<file path="src/rtl/gal_pkg.sv">
// Package with the item types and fixed field widths of the GCD and LCM unit.
`timescale 1ns / 1ps
`default_nettype none

package gal_pkg;

  // Fixed widths of the item fields.
  localparam int FIELD_W    = 32;
  localparam int DIVISOR_W  = 31;
  localparam int MULTIPLE_W = 62;

  // One request item: two signed operands.
  typedef struct packed {
    logic signed [FIELD_W-1:0] first_value;
    logic signed [FIELD_W-1:0] second_value;
  } gal_req_t;

  // One response item: flag, greatest common divisor and least common multiple.
  typedef struct packed {
    logic                  valid_res;
    logic [DIVISOR_W-1:0]  divisor;
    logic [MULTIPLE_W-1:0] multiple;
  } gal_rsp_t;

endpackage

`default_nettype wire

</file>
<file path="src/rtl/gal_front.sv">
// Front end: accepts request items, extracts and classifies the operands.
`timescale 1ns / 1ps
`default_nettype none

module gal_front import gal_pkg::*; #(
  parameter int OPERAND_WIDTH = 32
) (
  input  wire logic                       req_valid,
  output logic                            req_stall,
  input  wire gal_req_t                   req,
  input  wire logic                       full,
  output logic                            push,
  output logic [2*OPERAND_WIDTH-2:0]      push_data
);

  localparam int MW = OPERAND_WIDTH - 1;

  logic [OPERAND_WIDTH-1:0] first_op;
  logic [OPERAND_WIDTH-1:0] second_op;
  logic                     first_pos;
  logic                     second_pos;

  // Each operand is the low bits of its field; it counts only when strictly positive.
  always_comb begin
    first_op   = req.first_value[OPERAND_WIDTH-1:0];
    second_op  = req.second_value[OPERAND_WIDTH-1:0];
    first_pos  = !first_op[OPERAND_WIDTH-1] && (first_op != '0);
    second_pos = !second_op[OPERAND_WIDTH-1] && (second_op != '0);
  end

  // An item is taken whenever the queue has room.
  assign req_stall = full;
  assign push      = req_valid && !full;
  assign push_data = {first_pos && second_pos, first_op[MW-1:0], second_op[MW-1:0]};

endmodule

`default_nettype wire

</file>
<file path="src/rtl/gal_fifo.sv">
// Short register queue that decouples the front end from the arithmetic core.
`timescale 1ns / 1ps
`default_nettype none

module gal_fifo #(
  parameter int WIDTH = 8,
  parameter int DEPTH = 2
) (
  input  wire logic             clk,
  input  wire logic             rst,
  input  wire logic             push,
  input  wire logic [WIDTH-1:0] push_data,
  output logic                  full,
  input  wire logic             pop,
  output logic [WIDTH-1:0]      pop_data,
  output logic                  empty
);

  localparam int AW = (DEPTH > 1) ? $clog2(DEPTH) : 1;
  localparam int CW = $clog2(DEPTH + 1);

  logic [WIDTH-1:0] entries [DEPTH];
  logic [AW-1:0]    wr_ptr;
  logic [AW-1:0]    rd_ptr;
  logic [CW-1:0]    count;

  assign full     = (count == CW'(DEPTH));
  assign empty    = (count == '0);
  assign pop_data = entries[rd_ptr];

  // Storage needs no reset.
  always_ff @(posedge clk) begin
    if (push) begin
      entries[wr_ptr] <= push_data;
    end
  end

  // Pointers and fill count.
  always_ff @(posedge clk) begin
    if (rst) begin
      wr_ptr <= '0;
      rd_ptr <= '0;
      count  <= '0;
    end else begin
      if (push) begin
        wr_ptr <= (wr_ptr == AW'(DEPTH - 1)) ? '0 : wr_ptr + 1'b1;
      end
      if (pop) begin
        rd_ptr <= (rd_ptr == AW'(DEPTH - 1)) ? '0 : rd_ptr + 1'b1;
      end
      if (push && !pop) begin
        count <= count + 1'b1;
      end else if (pop && !push) begin
        count <= count - 1'b1;
      end
    end
  end

endmodule

`default_nettype wire

</file>
<file path="src/rtl/gal_core.sv">
// Arithmetic core: binary GCD, restoring division and one multiply per item.
`timescale 1ns / 1ps
`default_nettype none

module gal_core import gal_pkg::*; #(
  parameter int OPERAND_WIDTH = 32
) (
  input  wire logic                   clk,
  input  wire logic                   rst,
  input  wire logic [2*OPERAND_WIDTH-2:0] pop_data,
  input  wire logic                   empty,
  output logic                        pop,
  output logic                        rsp_valid,
  input  wire logic                   rsp_stall,
  output gal_rsp_t                    rsp
);

  localparam int MW = OPERAND_WIDTH - 1;
  localparam int KW = $clog2(MW + 1);

  typedef enum logic [1:0] {
    IDLE,
    GCD,
    DIV,
    WRITE
  } state_t;

  state_t          state;
  logic            ok;
  logic [MW-1:0]   a;
  logic [MW-1:0]   b;
  logic [MW-1:0]   quo;
  logic [MW-1:0]   b0;
  logic [MW-1:0]   g;
  logic [MW-1:0]   rem;
  logic [KW-1:0]   k;
  logic [KW-1:0]   cnt;

  logic [MW:0]     trial;
  logic            fits;
  logic [2*MW-1:0] prod;
  logic            slot_free;

  // Restoring division step: bring down the next dividend bit and try g.
  always_comb begin
    trial = {rem, quo[MW-1]};
    fits  = (trial >= {1'b0, g});
  end

  // Quotient times the second operand gives the multiple.
  assign prod      = quo * b0;
  assign slot_free = !rsp_valid || !rsp_stall;
  assign pop       = (state == IDLE) && !empty;

  // Sequencer with the response register.
  always_ff @(posedge clk) begin
    if (rst) begin
      state     <= IDLE;
      rsp_valid <= 1'b0;
    end else begin
      // The response valid rises when a result is written and falls once it is taken.
      if ((state == WRITE) && slot_free) begin
        rsp_valid <= 1'b1;
      end else if (!rsp_stall) begin
        rsp_valid <= 1'b0;
      end
      unique case (state)
        IDLE: begin
          if (!empty) begin
            ok  <= pop_data[2*MW];
            a   <= pop_data[2*MW-1:MW];
            b   <= pop_data[MW-1:0];
            b0  <= pop_data[MW-1:0];
            k   <= '0;
            if (pop_data[2*MW]) begin
              quo   <= pop_data[2*MW-1:MW];
              state <= GCD;
            end else begin
              g     <= '0;
              quo   <= '0;
              state <= WRITE;
            end
          end
        end
        GCD: begin
          // One binary GCD step: strip common twos, odd twos, or subtract; equal operands end the loop.
          if (!a[0] && !b[0]) begin
            a <= a >> 1;
            b <= b >> 1;
            k <= k + 1'b1;
          end else if (!a[0]) begin
            a <= a >> 1;
          end else if (!b[0]) begin
            b <= b >> 1;
          end else if (a == b) begin
            g     <= a << k;
            rem   <= '0;
            cnt   <= '0;
            state <= DIV;
          end else if (a > b) begin
            a <= a - b;
          end else begin
            b <= b - a;
          end
        end
        DIV: begin
          rem <= fits ? MW'(trial - {1'b0, g}) : trial[MW-1:0];
          quo <= {quo[MW-2:0], fits};
          cnt <= cnt + 1'b1;
          if (cnt == KW'(MW - 1)) begin
            state <= WRITE;
          end
        end
        WRITE: begin
          if (slot_free) begin
            rsp.valid_res <= ok;
            rsp.divisor   <= DIVISOR_W'(g);
            rsp.multiple  <= MULTIPLE_W'(prod);
            state         <= IDLE;
          end
        end
        default: begin
          state <= IDLE;
        end
      endcase
    end
  end

endmodule

`default_nettype wire

</file>
<file path="src/rtl/gcd_and_lcm.sv">
// Top level of the GCD and LCM unit: front end, queue and arithmetic core.
// Each item pops from the queue in IDLE; one with a non-positive operand goes
// straight to WRITE, otherwise the core runs the binary GCD loop, then the
// bit-serial restoring division, then the multiply in WRITE.
// Throughput: one item at a time in the core, set by the GCD loop and the
// one-bit-per-cycle divider; a two-entry queue takes items meanwhile.
// Reset (rst, synchronous) empties the queue and clears the response valid.
`timescale 1ns / 1ps
`default_nettype none

module gcd_and_lcm import gal_pkg::*; #(
  parameter int OPERAND_WIDTH = 32
) (
  input  wire logic     clk,
  input  wire logic     rst,
  input  wire logic     req_valid,
  output logic          req_stall,
  input  wire gal_req_t req,
  output logic          rsp_valid,
  input  wire logic     rsp_stall,
  output gal_rsp_t      rsp
);

  localparam int QW = 2 * OPERAND_WIDTH - 1;

  logic          push;
  logic [QW-1:0] push_data;
  logic          full;
  logic          pop;
  logic [QW-1:0] pop_data;
  logic          empty;

  // Operand extraction and classification.
  gal_front #(
    .OPERAND_WIDTH (OPERAND_WIDTH)
  ) u_front (
    .req_valid (req_valid),
    .req_stall (req_stall),
    .req       (req),
    .full      (full),
    .push      (push),
    .push_data (push_data)
  );

  // Queue between the front end and the core.
  gal_fifo #(
    .WIDTH (QW),
    .DEPTH (2)
  ) u_fifo (
    .clk       (clk),
    .rst       (rst),
    .push      (push),
    .push_data (push_data),
    .full      (full),
    .pop       (pop),
    .pop_data  (pop_data),
    .empty     (empty)
  );

  // GCD, division and multiply.
  gal_core #(
    .OPERAND_WIDTH (OPERAND_WIDTH)
  ) u_core (
    .clk       (clk),
    .rst       (rst),
    .pop_data  (pop_data),
    .empty     (empty),
    .pop       (pop),
    .rsp_valid (rsp_valid),
    .rsp_stall (rsp_stall),
    .rsp       (rsp)
  );

endmodule

`default_nettype wire
</file>
<file path="config.mk">
export PLATFORM = sky130hd
export DESIGN_NAME = gcd_and_lcm
export DESIGN_NICKNAME = d
export VERILOG_FILES = /design/src/rtl/gal_pkg.sv /design/src/rtl/gal_front.sv /design/src/rtl/gal_fifo.sv /design/src/rtl/gal_core.sv /design/src/rtl/gcd_and_lcm.sv
export SDC_FILE = /design/constraint.sdc
export NUM_CORES = 2
export LEC_CHECK = 0
export BUFFER_PORTS_ARGS = -buffer_cell sky130_fd_sc_hd__clkbuf_2
export CORE_UTILIZATION = 60
export CTS_BUF_LIST = sky130_fd_sc_hd__clkbuf_16
export CTS_CLUSTER_SIZE = 24
export DETAILED_ROUTE_END_ITERATION = 10
export PLACE_DENSITY = 0.84
export SLEW_MARGIN = 0
export SYNTH_ARGS = -nofsm -noshare
export SYNTH_HDL_FRONTEND = slang
export SYNTH_SLANG_ARGS = --single-unit
</file>
<file path="constraint.sdc">
create_clock -name clk -period 12.25 [get_ports clk]
set_input_delay 0.6125 -clock clk [delete_from_list [all_inputs] [get_ports clk]]
set_output_delay 0.6125 -clock clk [all_outputs]
set_load 0.1 [all_outputs]
</file>
==> impl_metrics.yaml <==
synthesis:
  async_reset_ff_frac: 0
  synth_area_mm2: 0.0545
  syn_nets: 6807
  synth_edf_count: 417
  ys_types: 93
  synth-seq-cells: 425
  synthFlopType: "edfxtp_1"
  ys_seq_area_frac: 0.233
  syn_area_per_cell_um2: 9.83
  ys_warn_count: 0
  synthCells: 5542
clock_network:
  tritoncts: "yes"
  htreeDepth: 2
  cts_setup_buffers: 0
  hold_buffers: 0
  clkSinkCount: 425
  clk_path_buf_depth: 3
  clk_latency_ns: 0.67
  cts_buffers: 49
  cts_root_buf: "clkbuf_16"
  cts_resized: 0
  clk_pin_slew_ns: 0.06
sta:
  finClkSkew_ns: 0.0383
  setup_viol: 0
  setup_tns_ns: 0
  period_minus_slack_ns: 9.09
  rsz0062_at_grt: "no"
  hold_viol_final: 0
  max_slew_margin: 0.0626
  setup_slack_ns: 3.16
  finalCritPeriodShare: 0.742
  fmax_mhz: 110
  slew_violations: 0
  worst-slew-pin-transition_ns: 1.41
setup_path:
  cp-start-kind: "register"
  worstPathArrival_ns: 9.57
  endpoint_kind: "register"
  crit_path_max_fanout: 31
  crit_required_ns: 12.73
  critical_path_class: "reg2reg"
floorplan:
  core_mm2: 0.0900
  dieWidth_um: 303
  die_h_um: 303
  num_io_pins: 164
  num_rows: 110
  fp.dieArea_mm2: 0.0920
  initial_core_util: 0.605
drt:
  drt-vias-per-instance: 6.09
  postRouteAntennaNets: 0
  drc: 0
  drtIter0Drc: 4476
  wl_per_cell_um: 22.3
  dr.pass1.iters: 8
  drt-total-wl_um: 150000
  via_count: 40900
finish:
  nNetsFinal: 6769
  final_cell_mix: "940 x inv_1, 840 x fa_1, 685 x nand2_1"
  final_common_cell: "inv_1"
  area_delta_synth_final_pct: 6.07
  n_fill_cell: 6971
  drive_above_1_share: 0.0796
run_status:
  status: "finished, final reports clean"
grt:
  grt_usage: 0.333
  grt_antenna_before_repair: 3
  grt.overflow.total: 0
  grt_pass1_wl_um: 234000
  grt_max_degree: 68
  grt_pass1_vias: 42500
placed_design:
  place.gp.congestion: 1.01
  io_buffers: 163
  hpwl_um: 114000
  place_ws_ns: 3.37
min_path:
  hold_path.class: "in2reg"
job:
  cap_violations: 0
-- cells by family (layout without fill, tap and decap cells) --
group / after synthesis / count (layout) / share of synthesized area
adders and majority gates: 1197 / 1197 / 0.391
muxes: 120 / 120 / 0.0286
other: 0 / 2 / 0
AOI/OAI and AO/OA: 705 / 705 / 0.0849
and+or+nand+nor: 1709 / 1709 / 0.154
buffers and inverters: 1257 / 1257 / 0.0878
xor gates and xnor gates: 129 / 129 / 0.0207
DFF: 425 / 425 / 0.233
-- synthesized netlist by cell type, types with 29 or more instances --
master	number	area, um^2
nand3_1	101	505
xnor2_1	83	727
nor2_1	199	747
a21o_1	96	721
mux2_2	72	811
a211oi_1	36	270
nand2_1	685	2570
o21bai_1	29	218
edfxtp_1	417	12500
clkbuf_1	284	1070
nor3_1	37	185
ha_1	357	4470
inv_1	935	3510
nand4_1	29	181
o21ai_0	90	450
and2_1	526	3290
a31oi_1	36	225
a21oi_1	226	1130
fa_1	840	16800
xor2_1	46	403
-- metal layers --
metal  vias to the layer above  global-route usage  wire [um]
met1                     20500               0.440      57100
li1                      17700                   -          -
met5                         -                   0         13
met2                      2317               0.523      68600
met4                         2               0.150       7300
met3                       458              0.0816      16600
-- critical path, cell delays in order, from the launching register on --
cell,delay [ns]
edfxtp_1,1.17
and2_1,0.28
fa_1,0.45
fa_1,0.55
inv_1,0.06
fa_1,0.54
inv_1,0.06
fa_1,0.51
inv_1,0.06
fa_1,0.42
inv_1,0.08
fa_1,0.43
fa_1,0.51
inv_1,0.06
fa_1,0.47
inv_1,0.04
ha_1,0.35
and3_1,0.28
a211oi_1,0.32
a221o_1,0.25
a211oi_1,0.09
a21oi_1,0.76
o21ai_1,0.36
a31oi_1,0.32
mux2_1,0.36
o211ai_1,0.10
-- stage by stage --
step           hold slack [ns]   util  std cells  cell area (um^2)
6_report                 0.157  0.642       6720             57800
3_3_place_gp             0.425  0.623       6629             56100
4_1_cts                  0.135  0.642       6718             57800
3_5_place_dp             0.408  0.623       6629             56100
2_1_floorplan            0.400      -       5542             54500
5_1_grt                  0.152  0.642       6718             57800
-- state kept, by name, summed over array words and instances, names as in the netlist, named ones only --
signal and flops:
u_core.rsp_valid 1, u_core.k 5, u_fifo.count 2, u_core.a 31, u_core.b0 31, u_fifo.entries 126, u_core.b 31, u_core.state 2
u_core.rem 31, u_core.cnt 5, u_core.g 31, u_core.ok 1, u_core.rsp 94, u_fifo.rd_ptr 1, u_core.quo 31, u_fifo.wr_ptr 1
-- area by class of cell --
class	count	area, um^2	share of cell area
Inverter	939	3520	0.0610
Clock inverter	40	460	0.00797
Tap cell	1176	1470	0.0255
Clock buffer	49	1230	0.0212
Antenna cell	2	5.00	0.0000866
Sequential cell	425	12700	0.220
Multi-Input combinational cell	3860	37100	0.642
Timing Repair Buffer	229	1310	0.0227
-- path summary, 6_finish.rpt --
| kind | from | to | cells past startpoint | slack [ns] |
|---|---|---|---|---|
| setup / recovery | u_core.b0[8]$_DFFE_PP_ | u_core.rsp[58]$_DFFE_PP_ | 25 | 3.16 |
| hold / removal | req[44] | u_fifo.entries[0][43]$_DFFE_PP_ | 1 | 0.16 |
| setup reg to reg | u_core.b0[8]$_DFFE_PP_ | u_core.rsp[58]$_DFFE_PP_ | 25 | 3.16 |
| hold reg to reg | u_core.ok$_DFFE_PP_ | u_core.rsp[93]$_DFFE_PP_ | 0 | 0.46 |
Power is not shown: default switching activity piles up to over one toggle a cycle in this logic, so the estimate is an artifact.
